File: src/rtl/core/ucce_pkg.sv
// Shared types, codes and the CP1251 map for the text console cursor engine.
`timescale 1ns / 1ps
`default_nettype none
package ucce_pkg;

   localparam int TAB_STOP    = 8;
   localparam int QUEUE_DEPTH = 2;
   localparam int QUEUE_PTR_W = $clog2(QUEUE_DEPTH);
   localparam int QUEUE_CNT_W = $clog2(QUEUE_DEPTH + 1);

   // func codes of an input beat
   localparam logic [1:0] FUNC_PUT_BYTE   = 2'd0;
   localparam logic [1:0] FUNC_SET_CURSOR = 2'd1;
   localparam logic [1:0] FUNC_CLEAR      = 2'd2;

   // csr register indexes
   localparam int         CSR_INDEX_W        = 2;
   localparam logic [1:0] CSR_TEXT_COLUMNS   = 2'd0;
   localparam logic [1:0] CSR_TEXT_ROWS      = 2'd1;
   localparam logic [1:0] CSR_CONSOLE_ENABLE = 2'd2;

   localparam logic [7:0] RESET_TEXT_COLUMNS   = 8'd128;
   localparam logic [7:0] RESET_TEXT_ROWS      = 8'd48;
   localparam logic       RESET_CONSOLE_ENABLE = 1'b1;

   // control and glyph characters
   localparam logic [7:0] CHAR_BS       = 8'h08;
   localparam logic [7:0] CHAR_TAB      = 8'h09;
   localparam logic [7:0] CHAR_LF       = 8'h0A;
   localparam logic [7:0] CHAR_CR       = 8'h0D;
   localparam logic [7:0] CHAR_SPACE    = 8'h20;
   localparam logic [7:0] CHAR_QUESTION = 8'h3F;
   localparam logic [7:0] CHAR_ASCII_END = 8'h80;

   // commands from front to back
   localparam logic [2:0] OP_NONE      = 3'd0;
   localparam logic [2:0] OP_SET       = 3'd1;
   localparam logic [2:0] OP_CLEAR     = 3'd2;
   localparam logic [2:0] OP_NEWLINE   = 3'd3;
   localparam logic [2:0] OP_RETURN    = 3'd4;
   localparam logic [2:0] OP_BACKSPACE = 3'd5;
   localparam logic [2:0] OP_TAB       = 3'd6;
   localparam logic [2:0] OP_GLYPH     = 3'd7;

   typedef struct packed {
      logic [1:0] func;
      logic [7:0] data_byte;
      logic [7:0] new_col;
      logic [7:0] new_row;
   } req_type;

   typedef struct packed {
      logic       draw_valid;
      logic [7:0] glyph_code;
      logic [7:0] glyph_col;
      logic [7:0] glyph_row;
      logic       scroll_request;
      logic       clear_request;
      logic [7:0] cursor_col;
      logic [7:0] cursor_row;
   } rsp_type;

   typedef struct packed {
      logic [7:0] text_columns;
      logic [7:0] text_rows;
      logic       console_enable;
   } cfg_type;

   typedef struct packed {
      logic [2:0] op;
      logic [7:0] code;
      logic [7:0] col;
      logic [7:0] row;
      logic       clear_flag;
   } cmd_type;

   // Unicode code point to CP1251; unmapped points give '?'.
   function automatic logic [7:0] map_cp1251(input logic [20:0] cp);
      logic [7:0]  code;
      logic [20:0] offset;
      offset = cp - 21'h000410;
      if (cp < 21'h000080) begin
         code = cp[7:0];
      end else if (cp inside {[21'h000410:21'h00044F]}) begin
         code = 8'hC0 + offset[7:0];
      end else begin
         case (cp)
            21'h000402: code = 8'h80;
            21'h000403: code = 8'h81;
            21'h00201A: code = 8'h82;
            21'h000453: code = 8'h83;
            21'h00201E: code = 8'h84;
            21'h002026: code = 8'h85;
            21'h002020: code = 8'h86;
            21'h002021: code = 8'h87;
            21'h0020AC: code = 8'h88;
            21'h002030: code = 8'h89;
            21'h000409: code = 8'h8A;
            21'h002039: code = 8'h8B;
            21'h00040A: code = 8'h8C;
            21'h00040C: code = 8'h8D;
            21'h00040B: code = 8'h8E;
            21'h00040F: code = 8'h8F;
            21'h000452: code = 8'h90;
            21'h002018: code = 8'h91;
            21'h002019: code = 8'h92;
            21'h00201C: code = 8'h93;
            21'h00201D: code = 8'h94;
            21'h002022: code = 8'h95;
            21'h002013: code = 8'h96;
            21'h002014: code = 8'h97;
            21'h002122: code = 8'h99;
            21'h000459: code = 8'h9A;
            21'h00203A: code = 8'h9B;
            21'h00045A: code = 8'h9C;
            21'h00045C: code = 8'h9D;
            21'h00045B: code = 8'h9E;
            21'h00045F: code = 8'h9F;
            21'h0000A0: code = 8'hA0;
            21'h00040E: code = 8'hA1;
            21'h00045E: code = 8'hA2;
            21'h000408: code = 8'hA3;
            21'h0000A4: code = 8'hA4;
            21'h000490: code = 8'hA5;
            21'h0000A6: code = 8'hA6;
            21'h0000A7: code = 8'hA7;
            21'h000401: code = 8'hA8;
            21'h0000A9: code = 8'hA9;
            21'h000404: code = 8'hAA;
            21'h0000AB: code = 8'hAB;
            21'h0000AC: code = 8'hAC;
            21'h0000AD: code = 8'hAD;
            21'h0000AE: code = 8'hAE;
            21'h000407: code = 8'hAF;
            21'h0000B0: code = 8'hB0;
            21'h0000B1: code = 8'hB1;
            21'h000406: code = 8'hB2;
            21'h000456: code = 8'hB3;
            21'h000491: code = 8'hB4;
            21'h0000B5: code = 8'hB5;
            21'h0000B6: code = 8'hB6;
            21'h0000B7: code = 8'hB7;
            21'h000451: code = 8'hB8;
            21'h002116: code = 8'hB9;
            21'h000454: code = 8'hBA;
            21'h0000BB: code = 8'hBB;
            21'h000458: code = 8'hBC;
            21'h000405: code = 8'hBD;
            21'h000455: code = 8'hBE;
            21'h000457: code = 8'hBF;
            default:    code = CHAR_QUESTION;
         endcase
      end
      return code;
   endfunction

endpackage
`default_nettype wire

File: src/rtl/core/ucce_front.sv
// Front end: accepts beats, runs the UTF-8 decoder and emits one command per beat.
`timescale 1ns / 1ps
`default_nettype none
module ucce_front
   import ucce_pkg::*;
(
   input  logic    clock,
   input  logic    reset,
   input  logic    req_push,
   output logic    req_full,
   input  req_type req_data,
   input  cfg_type cfg,
   output logic    cmd_push,
   output cmd_type cmd_data,
   input  logic    cmd_full
);

   logic [20:0] acc_ff, acc_in;
   logic [1:0]  pend_ff, pend_in;
   logic [20:0] acc_shift;
   logic [7:0]  b;
   logic        accept;

   assign req_full = cmd_full;
   assign accept   = req_push & ~cmd_full;
   assign cmd_push = accept;
   assign b        = req_data.data_byte;
   assign acc_shift = {acc_ff[14:0], b[5:0]};

   always_comb begin
      acc_in              = acc_ff;
      pend_in             = pend_ff;
      cmd_data            = '0;
      cmd_data.op         = OP_NONE;
      cmd_data.col        = req_data.new_col;
      cmd_data.row        = req_data.new_row;
      case (req_data.func)
         FUNC_SET_CURSOR: begin
            cmd_data.op = OP_SET;
         end
         FUNC_CLEAR: begin
            cmd_data.op         = OP_CLEAR;
            cmd_data.clear_flag = cfg.console_enable;
         end
         FUNC_PUT_BYTE: begin
            if (cfg.console_enable) begin
               if (b == CHAR_LF) begin
                  cmd_data.op = OP_NEWLINE;
                  acc_in      = '0;
                  pend_in     = '0;
               end else if (b == CHAR_CR) begin
                  cmd_data.op = OP_RETURN;
                  acc_in      = '0;
                  pend_in     = '0;
               end else if (b == CHAR_BS) begin
                  cmd_data.op = OP_BACKSPACE;
                  acc_in      = '0;
                  pend_in     = '0;
               end else if (b == CHAR_TAB) begin
                  cmd_data.op = OP_TAB;
                  acc_in      = '0;
                  pend_in     = '0;
               end else if (b < CHAR_SPACE) begin
                  // other controls: no effect, pending sequence kept
                  cmd_data.op = OP_NONE;
               end else if (b < CHAR_ASCII_END && pend_ff == 2'd0) begin
                  cmd_data.op   = OP_GLYPH;
                  cmd_data.code = b;
               end else if (pend_ff == 2'd0) begin
                  // lead bytes; stray continuation and 0xF8+ ignored
                  if (b inside {[8'hC0:8'hDF]}) begin
                     acc_in  = {16'd0, b[4:0]};
                     pend_in = 2'd1;
                  end else if (b inside {[8'hE0:8'hEF]}) begin
                     acc_in  = {17'd0, b[3:0]};
                     pend_in = 2'd2;
                  end else if (b inside {[8'hF0:8'hF7]}) begin
                     acc_in  = {18'd0, b[2:0]};
                     pend_in = 2'd3;
                  end
               end else if (b[7:6] != 2'b10) begin
                  acc_in  = '0;
                  pend_in = '0;
               end else begin
                  acc_in  = acc_shift;
                  pend_in = pend_ff - 2'd1;
                  if (pend_ff == 2'd1) begin
                     cmd_data.op   = OP_GLYPH;
                     cmd_data.code = map_cp1251(acc_shift);
                     acc_in        = '0;
                  end
               end
            end
         end
         default: begin
            cmd_data.op = OP_NONE;
         end
      endcase
   end

   always_ff @(posedge clock) begin
      if (reset) begin
         acc_ff  <= '0;
         pend_ff <= '0;
      end else if (accept) begin
         acc_ff  <= acc_in;
         pend_ff <= pend_in;
      end
   end

endmodule
`default_nettype wire

File: src/rtl/core/ucce_cmd_queue.sv
// Short command queue between front end and back end.
`timescale 1ns / 1ps
`default_nettype none
module ucce_cmd_queue
   import ucce_pkg::*;
(
   input  logic    clock,
   input  logic    reset,
   input  logic    push,
   input  cmd_type push_data,
   output logic    full,
   input  logic    pop,
   output logic    empty,
   output cmd_type head
);

   cmd_type                 q_ff [QUEUE_DEPTH];
   logic [QUEUE_PTR_W-1:0]  wr_ptr_ff, wr_ptr_in;
   logic [QUEUE_PTR_W-1:0]  rd_ptr_ff, rd_ptr_in;
   logic [QUEUE_CNT_W-1:0]  count_ff, count_in;
   logic                    do_push, do_pop;

   assign full    = (count_ff == QUEUE_CNT_W'(QUEUE_DEPTH));
   assign empty   = (count_ff == '0);
   assign do_push = push & ~full;
   assign do_pop  = pop & ~empty;
   assign head    = q_ff[rd_ptr_ff];

   always_comb begin
      wr_ptr_in = wr_ptr_ff;
      rd_ptr_in = rd_ptr_ff;
      count_in  = count_ff;
      if (do_push) begin
         wr_ptr_in = (wr_ptr_ff == QUEUE_PTR_W'(QUEUE_DEPTH - 1)) ? '0 : wr_ptr_ff + 1'b1;
      end
      if (do_pop) begin
         rd_ptr_in = (rd_ptr_ff == QUEUE_PTR_W'(QUEUE_DEPTH - 1)) ? '0 : rd_ptr_ff + 1'b1;
      end
      if (do_push && !do_pop) begin
         count_in = count_ff + 1'b1;
      end else if (do_pop && !do_push) begin
         count_in = count_ff - 1'b1;
      end
   end

   always_ff @(posedge clock) begin
      if (reset) begin
         wr_ptr_ff <= '0;
         rd_ptr_ff <= '0;
         count_ff  <= '0;
      end else begin
         wr_ptr_ff <= wr_ptr_in;
         rd_ptr_ff <= rd_ptr_in;
         count_ff  <= count_in;
      end
   end

   always_ff @(posedge clock) begin
      if (do_push) begin
         q_ff[wr_ptr_ff] <= push_data;
      end
   end

endmodule
`default_nettype wire

File: src/rtl/core/ucce_back.sv
// Back end: runs commands on the cursor and queues the results.
`timescale 1ns / 1ps
`default_nettype none
module ucce_back
   import ucce_pkg::*;
(
   input  logic    clock,
   input  logic    reset,
   input  cfg_type cfg,
   input  logic    cmd_empty,
   input  cmd_type cmd_head,
   output logic    cmd_pop,
   output logic    rsp_empty,
   input  logic    rsp_pop,
   output rsp_type rsp_data
);

   logic [7:0]             col_ff, col_in;
   logic [7:0]             row_ff, row_in;
   logic [8:0]             row_next9, adv9, tab9, cols9;
   logic                   check;
   rsp_type                res;

   rsp_type                q_ff [QUEUE_DEPTH];
   logic [QUEUE_PTR_W-1:0] wr_ptr_ff, wr_ptr_in;
   logic [QUEUE_PTR_W-1:0] rd_ptr_ff, rd_ptr_in;
   logic [QUEUE_CNT_W-1:0] count_ff, count_in;
   logic                   res_full, exec, do_pop;

   assign cols9 = {1'b0, cfg.text_columns};
   assign adv9  = {1'b0, col_ff} + 9'd1;
   assign tab9  = ({1'b0, col_ff} + 9'(TAB_STOP)) & ~9'(TAB_STOP - 1);

   always_comb begin
      col_in    = col_ff;
      row_next9 = {1'b0, row_ff};
      check     = 1'b0;
      res       = '0;
      case (cmd_head.op)
         OP_SET: begin
            col_in    = cmd_head.col;
            row_next9 = {1'b0, cmd_head.row};
         end
         OP_CLEAR: begin
            res.clear_request = cmd_head.clear_flag;
            col_in            = '0;
            row_next9         = '0;
         end
         OP_NEWLINE: begin
            col_in    = '0;
            row_next9 = {1'b0, row_ff} + 9'd1;
            check     = 1'b1;
         end
         OP_RETURN: begin
            col_in = '0;
         end
         OP_BACKSPACE: begin
            if (col_ff != 8'd0) begin
               col_in         = col_ff - 8'd1;
               res.draw_valid = 1'b1;
               res.glyph_code = CHAR_SPACE;
               res.glyph_col  = col_ff - 8'd1;
               res.glyph_row  = row_ff;
            end
         end
         OP_TAB: begin
            check = 1'b1;
            if (tab9 >= cols9) begin
               col_in    = '0;
               row_next9 = {1'b0, row_ff} + 9'd1;
            end else begin
               col_in = tab9[7:0];
            end
         end
         OP_GLYPH: begin
            res.draw_valid = 1'b1;
            res.glyph_code = cmd_head.code;
            res.glyph_col  = col_ff;
            res.glyph_row  = row_ff;
            check          = 1'b1;
            if (adv9 >= cols9) begin
               col_in    = '0;
               row_next9 = {1'b0, row_ff} + 9'd1;
            end else begin
               col_in = adv9[7:0];
            end
         end
         default: begin
            col_in = col_ff;
         end
      endcase
      // row check; a zero row count clamps to 255
      if (check && row_next9 >= {1'b0, cfg.text_rows}) begin
         res.scroll_request = 1'b1;
         row_in             = cfg.text_rows - 8'd1;
      end else begin
         row_in = row_next9[7:0];
      end
      res.cursor_col = col_in;
      res.cursor_row = row_in;
   end

   // result queue
   assign res_full  = (count_ff == QUEUE_CNT_W'(QUEUE_DEPTH));
   assign rsp_empty = (count_ff == '0);
   assign exec      = ~cmd_empty & ~res_full;
   assign cmd_pop   = exec;
   assign do_pop    = rsp_pop & ~rsp_empty;
   assign rsp_data  = q_ff[rd_ptr_ff];

   always_comb begin
      wr_ptr_in = wr_ptr_ff;
      rd_ptr_in = rd_ptr_ff;
      count_in  = count_ff;
      if (exec) begin
         wr_ptr_in = (wr_ptr_ff == QUEUE_PTR_W'(QUEUE_DEPTH - 1)) ? '0 : wr_ptr_ff + 1'b1;
      end
      if (do_pop) begin
         rd_ptr_in = (rd_ptr_ff == QUEUE_PTR_W'(QUEUE_DEPTH - 1)) ? '0 : rd_ptr_ff + 1'b1;
      end
      if (exec && !do_pop) begin
         count_in = count_ff + 1'b1;
      end else if (do_pop && !exec) begin
         count_in = count_ff - 1'b1;
      end
   end

   always_ff @(posedge clock) begin
      if (reset) begin
         col_ff    <= '0;
         row_ff    <= '0;
         wr_ptr_ff <= '0;
         rd_ptr_ff <= '0;
         count_ff  <= '0;
      end else begin
         wr_ptr_ff <= wr_ptr_in;
         rd_ptr_ff <= rd_ptr_in;
         count_ff  <= count_in;
         if (exec) begin
            col_ff <= col_in;
            row_ff <= row_in;
         end
      end
   end

   always_ff @(posedge clock) begin
      if (exec) begin
         q_ff[wr_ptr_ff] <= res;
      end
   end

endmodule
`default_nettype wire

File: src/rtl/core/utf8_text_console_cursor_engine_unit.sv
// Top level of the UTF-8 text console cursor engine.
//
// Usage:
//   Input beats arrive on req_push/req_full with req_data (func, data_byte,
//   new_col, new_row). A beat is taken on a clock edge with req_push high
//   and req_full low. Every beat gives exactly one result beat, in order.
//   Results wait on rsp_data while rsp_empty is low and leave on an edge
//   with rsp_pop high. Registers (text_columns, text_rows, console_enable)
//   go through csr_wr_en/csr_index/csr_wdata; the user must write them
//   only while idle, since the block itself does not enforce it.
//
// Timing:
//   Each beat's command enters the command queue on the edge taking the
//   beat; the back end writes its result into the result queue when that
//   has room. One beat per cycle is sustained while results are popped, as
//   the cursor update is combinational. With two-beat queues, a stalled
//   consumer fills the result queue, then the command, then raises req_full.
//
// Reset (synchronous, active high) empties both queues, homes the cursor,
// drops any partial UTF-8 sequence and loads the register defaults.
`timescale 1ns / 1ps
`default_nettype none
module utf8_text_console_cursor_engine_unit
   import ucce_pkg::*;
(
   input  logic                   clock,
   input  logic                   reset,
   input  logic                   req_push,
   output logic                   req_full,
   input  req_type                req_data,
   output logic                   rsp_empty,
   input  logic                   rsp_pop,
   output rsp_type                rsp_data,
   input  logic                   csr_wr_en,
   input  logic [CSR_INDEX_W-1:0] csr_index,
   input  logic [7:0]             csr_wdata
);

   cfg_type cfg_ff;
   logic    cmd_push, cmd_full, cmd_empty, cmd_pop;
   cmd_type cmd_data, cmd_head;

   // register file; writes to unused indexes drop
   always_ff @(posedge clock) begin
      if (reset) begin
         cfg_ff.text_columns   <= RESET_TEXT_COLUMNS;
         cfg_ff.text_rows      <= RESET_TEXT_ROWS;
         cfg_ff.console_enable <= RESET_CONSOLE_ENABLE;
      end else if (csr_wr_en) begin
         case (csr_index)
            CSR_TEXT_COLUMNS:   cfg_ff.text_columns   <= csr_wdata;
            CSR_TEXT_ROWS:      cfg_ff.text_rows      <= csr_wdata;
            CSR_CONSOLE_ENABLE: cfg_ff.console_enable <= csr_wdata[0];
            default: begin
               cfg_ff <= cfg_ff;
            end
         endcase
      end
   end

   // decode and classify
   ucce_front u_front (
      .clock    (clock),
      .reset    (reset),
      .req_push (req_push),
      .req_full (req_full),
      .req_data (req_data),
      .cfg      (cfg_ff),
      .cmd_push (cmd_push),
      .cmd_data (cmd_data),
      .cmd_full (cmd_full)
   );

   ucce_cmd_queue u_cmd_queue (
      .clock     (clock),
      .reset     (reset),
      .push      (cmd_push),
      .push_data (cmd_data),
      .full      (cmd_full),
      .pop       (cmd_pop),
      .empty     (cmd_empty),
      .head      (cmd_head)
   );

   // cursor update and result queue
   ucce_back u_back (
      .clock     (clock),
      .reset     (reset),
      .cfg       (cfg_ff),
      .cmd_empty (cmd_empty),
      .cmd_head  (cmd_head),
      .cmd_pop   (cmd_pop),
      .rsp_empty (rsp_empty),
      .rsp_pop   (rsp_pop),
      .rsp_data  (rsp_data)
   );

endmodule
`default_nettype wire

File: config.mk
export PLATFORM = sky130hd
export DESIGN_NAME = utf8_text_console_cursor_engine_unit
export DESIGN_NICKNAME = d
export VERILOG_FILES = /design/src/rtl/core/ucce_pkg.sv /design/src/rtl/core/ucce_front.sv /design/src/rtl/core/ucce_cmd_queue.sv /design/src/rtl/core/ucce_back.sv /design/src/rtl/core/utf8_text_console_cursor_engine_unit.sv
export SDC_FILE = /design/constraint.sdc
export NUM_CORES = 1
export LEC_CHECK = 0
export ABC_AREA = 1
export BUFFER_PORTS_ARGS = -buffer_cell sky130_fd_sc_hd__buf_4
export CAP_MARGIN = 10
export CORE_MARGIN = 2
export CORE_UTILIZATION = 43
export DETAILED_ROUTE_END_ITERATION = 8
export GPL_TIMING_DRIVEN = 0
export PLACE_DENSITY = 0.66
export SYNTH_ARGS = -nofsm -noshare
export SYNTH_HDL_FRONTEND = slang
export SYNTH_SLANG_ARGS = --single-unit
export TNS_END_PERCENT = 50
File: constraint.sdc
create_clock -name clock -period 4.3 [get_ports clock]
set_input_delay 0.43 -clock clock [delete_from_list [all_inputs] [get_ports clock]]
set_output_delay 0.43 -clock clock [all_outputs]
set_load 0.005 [all_outputs]
# Word level (Yosys, flattened, before mapping)
# Memory sizes are Yosys's and may differ from the RTL's. A register that Yosys moved wholly into a read port is not among the register bits.
# Index checks and enable logic that the tools add are counted.
[totals]
ff_bits = 58
ramBits = 142
in_bits = 41
output_inout_bits = 45
elab_cells = 240
n_memories = 2
[memory_table]
columns = ["memory", "depth", "word_bits", "read_ports", "rd_clocked_by_memory_dff", "write_ports", "line_no", "rtl"]
rows = [
  ["u_back.q_ff", 2, 43, 1, 1, 1, "ucce_back.sv:24", "rsp_type q_ff [QUEUE_DEPTH];"],
  ["u_cmd_queue.q_ff", 2, 28, 1, 1, 1, "ucce_cmd_queue.sv:17", "cmd_type q_ff [QUEUE_DEPTH];"],
]
[op_classes]
add_sub_neg = 16
n_lt_le_gt_ge = 14
eq_ne = 85
muxes = 73
bitwise = 9
n_reduce_logical = 28
[ops]
columns = ["operator", "count"]
rows = [
  ["21-bit by 11-bit == test with 1-bit output, second input constant", 30],
  ["8-bit case mux with 63 select lines", 1],
  ["21-bit by 14-bit == test with 1-bit output, second input constant", 18],
  ["21-bit by 8-bit == test with 1-bit output, second input constant", 15],
  ["15-bit 2-to-1 mux", 12],
  ["8-bit 2-to-1 mux", 12],
  ["11-bit 2-to-1 mux", 5],
  ["25-bit case mux with 2 select lines", 1],
  ["9-bit case mux with 5 select lines", 1],
  ["8-bit case mux with 5 select lines", 1],
  ["8-bit by 4-bit == test with 1-bit output, second input constant", 4],
  ["2-bit 2-to-1 mux", 15],
  ["9-bit by 8-bit >= comparator with 1-bit output", 3],
  ["25-bit 2-to-1 mux", 1],
  ["8-bit >= comparator, second input constant", 3],
  ["8-bit less-or-equal comparator, second input constant", 3],
  ["21-bit by 11-bit >= comparator with 1-bit output, second input constant", 1],
  ["21-bit by 11-bit less-or-equal comparator with 1-bit output, second input constant", 1],
  ["21-bit by 8-bit < comparator with 1-bit output, second input constant", 1],
  ["8-bit by 1-bit adder with 9-bit output, second input constant", 2],
  ["9-bit 2-to-1 mux", 2],
  ["1-bit 2-to-1 mux", 16],
  ["8-bit by 1-bit subtractor with 8-bit output, second input constant", 2],
  ["3-bit 2-to-1 mux", 5],
  ["other kinds (27)", 70],
]

# Longest topological paths before layout
[depth]
word_depth = 15
mapped_depth = 37
ltp_nobuf = 37

# Cells and area by module
# From an unflattened synthesis, not the netlist that was laid out.
[hier_totals]
cells_unflattened = 1410
area_unflattened_um2 = 12019.0
[modules_own_cells]
columns = ["module", "instances", "cells_each", "area_each_um2", "seq_area_each_um2"]
rows = [
  ["ucce_back", 1, 636, 6014.5, 3002.9],
  ["ucce_front", 1, 544, 2859.0, 340.3],
  ["ucce_cmd_queue", 1, 124, 2373.5, 1781.7],
  ["utf8_text_console_cursor_engine_unit", 1, 106, 772.0, 340.3],
]

# Worst setup path before layout
# No wires, ideal clock.
[synth_path]
kind = "register -> register"
from = "register u_back.col_ff[0]"
to = "memory u_back.q_ff[0][5] in the netlist's numbering, data pin"
setup_ns = 0.257
arrival_ns = 3.454
required_ns = 4.043
path_slack_ns = 0.590
path_stages_with_launch = 31
path_buffers = 1
period_less_slack_ns = 3.710
path_cell_list = "dfxtp_1 -> inv_1 -> nor3_1 -> xor2_1 -> inv_1 -> ha_1 -> nand2_1 -> inv_1 -> nand2_1 -> nand3_1 -> nand2_1 -> nand2_1 -> nand2_1 -> nand2_1 -> nand2_1 -> nor2_1 -> a21oi_1 -> a31oi_1 -> ha_1 -> nand4_1 -> o211ai_1 -> nand2_1 -> nand2_1 -> nand2_1 -> nand2_1 -> nor2_1 -> nand2_2 -> nand2_4 -> buf_8 -> nand3_2 -> nand2_1"
[synth_rtl]
columns = ["element", "line_no", "rtl"]
rows = [
  ["start, declared", "ucce_back.sv:18", "logic [7:0] col_ff, col_in;"],
  ["start signal, assigned", "ucce_back.sv:140", "col_ff <= col_in;"],
  ["end, declared", "ucce_back.sv:24", ""],
]

==> results.sh <==
export IMPL_total_power_mw=8.85
export IMPL_crit_path_end="u_back.q_ff[1][7]"
export IMPL_clock_sinks=202
export IMPL_hold_violations=0
export IMPL_area_delta_synth_final_pct=18.4
export IMPL_clockRootBuffer="clkbuf_16"
export IMPL_avgSynthCellArea_um2=8.66
export IMPL_critPathRequiredTime_ps=4560
export IMPL_yosys_register_bits=202
export IMPL_fin_area_mm2=0.0134
export IMPL_rows=59
export IMPL_grtUsageTotal_pct=23.2
export IMPL_fin_skew_ps=26.0
export IMPL_reg2reg_slack_ps=320
export IMPL_diodes=0
export IMPL_dp_hpwl_mm=25.1
export IMPL_vias=9518
export IMPL_setup_tns_final_ps=0
export IMPL_crit_arrival_ps=4240
export IMPL_detail_route_antenna_nets=0
export IMPL_synth_async_reset_ratio_pct=0
export IMPL_path_clk_slew_ps=60
export IMPL_antenna_found_initial=0
export IMPL_final_cells=1775
export IMPL_synth_nets=1383
export IMPL_power_density_mw_per_mm2=662
export IMPL_vias_per_cell=5.36
export IMPL_routed_wl_mm=32.6
export IMPL_ff_latch_area_mm2=0.00548
export IMPL_reg2reg_depth=28
export IMPL_status="finished clean"
export IMPL_reg2reg_to="u_back.q_ff[1][7]"
export IMPL_max_slew_margin_pct=42.0
export IMPL_cp_end_kind="register"
export IMPL_syn_area_mm2=0.0113
export IMPL_grt_first_pass_wirelength_mm=50.5
export IMPL_dieArea_mm2=0.0276
export IMPL_nNetsFinal=1502
export IMPL_setup_viol=0
export IMPL_grt_pass1_vias=9231
export IMPL_numCtsBuffers=23
export IMPL_placed_cell_area_mm2=0.0124
export IMPL_synthDistinctLibCells=49
export IMPL_grt_max_degree=30
export IMPL_core_area_mm2=0.0259
export IMPL_min_period_over_period_pct=92.6
export IMPL_worst_pin_slew_ps=848
export IMPL_crit_top_cell="nand2_1"
export IMPL_die_x_um=166
export IMPL_slew_violations=0
export IMPL_crit_path_start_kind="register"
export IMPL_crit_start="u_back.col_ff[3]"
export IMPL_ys_flop_type="edfxtp_1"
export IMPL_wl_per_cell_um=18.4
export IMPL_yosys_warnings=0
export IMPL_power_leakage_nw=5.71
export IMPL_grt_ovfl_total=0
export IMPL_syn_inst=1304
export IMPL_crit_fanout=10
export IMPL_hold_path_class="in -> reg"
export IMPL_top_level_ports=86
export IMPL_clkLatencyLatePin_ps=520
export IMPL_initial_utilization_pct=43.6
export IMPL_synth_edf_count=142
export IMPL_place_inst=1726
export IMPL_crit_slowest_cell="dfxtp_4"
export IMPL_fillers=2457
export IMPL_place_congestion=0.923
export IMPL_multi_input_area_mm2=0.00516
export IMPL_drive_above_1_share_pct=19.7
export IMPL_holdWs_ps=102
export IMPL_portBuffers=85
export IMPL_drt_initial_drc_count=662
export IMPL_critPathMaxStageDelay_ps=390
export IMPL_ctsLongestPathBuffers=3
export IMPL_r2r_start="u_back.col_ff[3]"
export IMPL_crit_type="reg -> reg"
export IMPL_cts_max_level=1
export IMPL_dr_pass1_iters=5
export IMPL_period_minus_slack_ps=3980
export IMPL_yosysSeqAreaShare_pct=48.4
export IMPL_max_freq_ghz=0.251
export IMPL_drc=0
export IMPL_die_h_um=166
export IMPL_drv_cap=0
export IMPL_cts_tree="done"
export IMPL_vdd_drop_max_uv=362
[routing by layer]
| metal | global-route usage (%) | vias up | wire length (um) |
|---|---|---|---|
| met5 | 0 | - | 0 |
| met2 | 39.9 | 313 | 15600 |
| li1 | - | 4663 | - |
| met3 | 3.15 | 63 | 1890 |
| met4 | 7.45 | 0 | 939 |
| met1 | 30.5 | 4479 | 14100 |
[power by group]
part	switching [mW]	internal, mW
Clock	0.811	1.12
Sequential	0.198	2.81
Combinational	2.45	1.45
Total	3.46	5.39
[worst max-delay path: cells and delay by family (launching register included)]
kind / cells / cell delay (ps)
AOI/OAI and AO/OA: 1 / 190
xor gates and xnor gates: 1 / 260
adders and majority gates: 3 / 790
buffers and inverters: 1 / 150
DFF: 1 / 390
and+or+nand+nor: 22 / 1930
[per-stage QoR]
step	setup slack [ps]	util [%]
final	318	51.6
after global routing	-4.35	51.6
after CTS	62.5	51.1
after detailed placement	-470	48.0
after floorplan	590	-
after global placement	-560	47.7
[synthesized netlist by cell type (15+ instances only)]
| cell | n | area [um^2] |
|---|---|---|
| o21ai_0 | 89 | 445 |
| nor2_1 | 134 | 503 |
| nor3_1 | 22 | 110 |
| a21oi_1 | 88 | 440 |
| mux2_2 | 43 | 484 |
| dfxtp_1 | 60 | 1200 |
| xor2_1 | 19 | 166 |
| inv_2 | 15 | 56.3 |
| clkbuf_1 | 21 | 78.8 |
| ha_1 | 38 | 475 |
| edfxtp_1 | 142 | 4260 |
| inv_1 | 160 | 601 |
| nand3_1 | 75 | 375 |
| nand4_1 | 20 | 125 |
| nand2_1 | 246 | 923 |
[what timing repair did]
| action | 4_1_cts | 5_1_grt |
|---|---|---|
| pin swaps | 1 | 9 |
| resized for setup | 6 | 25 |
| setup endpoints to repair | 26 | 26 |
| hold buffers | 0 | 0 |
| buffers inserted | 2 | 5 |
[cells in the final DEF (no fill, tap or decap), drive strengths merged, types with 2 or more instances in the layout]
cell type  netlist  final
a21oi           88     88
nand4           22     22
buf             11    105
o2111ai          3      3
nor2           151    151
inv            175    177
o31ai            3      3
or2              8      8
nand2          258    258
o21a             2      2
o22ai            8      8
a211oi          10     10
nand3           83     83
o21ai          100    100
ha              38     38
xor2            19     19
a31oi           13     13
dfxtp           60     60
nor3            24     24
mux2            43     43
o211ai          13     13
clkbuf          21     49
clkinvlp         0      4
clkinv           1      8
nand3b           2      2
edfxtp         142    142
[how the worst min path moves through the flow]
stage / start / end / slack (ps) / depth (start not counted)
after floorplan: u_cmd_queue.rd_ptr_ff / register / 430 / 1
final: req_data[13] / u_cmd_queue.q_ff[0][14] / 100 / 1
after detailed placement: u_cmd_queue.rd_ptr_ff / register / 440 / 1
after global placement: u_cmd_queue.rd_ptr_ff / register / 430 / 1
after CTS: req_data[13] / u_cmd_queue.q_ff[1][14] / 90 / 1
after global routing: req_data[13] / u_cmd_queue.q_ff[1][14] / 90 / 1
[cell families after synthesis]
| family | after synthesis | share of synthesized area [%] |
|---|---|---|
| AND/OR/NAND/NOR | 549 | 22.1 |
| AO/OA/AOI/OAI | 243 | 12.3 |
| buffers and inverters | 208 | 7.14 |
| flip-flops | 202 | 48.4 |
| multiplexers | 44 | 4.38 |
| adder cells (fa/ha/maj) | 38 | 4.21 |
| XOR/XNOR | 20 | 1.55 |
[state kept, by name (all words and copies together), names as in the netlist, named ones only]
register / count
u_cmd_queue.wr_ptr_ff: 1
u_back.rd_ptr_ff: 1
cfg_ff: 17
u_back.q_ff: 86
u_back.col_ff: 8
u_cmd_queue.q_ff: 56
u_front.pend_ff: 2
u_back.row_ff: 8
u_front.acc_ff: 15
u_back.count_ff: 2
u_back.wr_ptr_ff: 1
u_cmd_queue.rd_ptr_ff: 1
u_cmd_queue.count_ff: 2
[layout make-up]
type | count | area share (%)
inverter | 176 | 4.97
timing repair buffer | 94 | 5.58
tap | 335 | 3.14
sequential | 202 | 41.0
clock inverter | 14 | 0.889
multi-input combinational | 894 | 38.6
clock buffer | 28 | 4.76
buffer | 32 | 1.10
(Power assumes the default switching activity.)
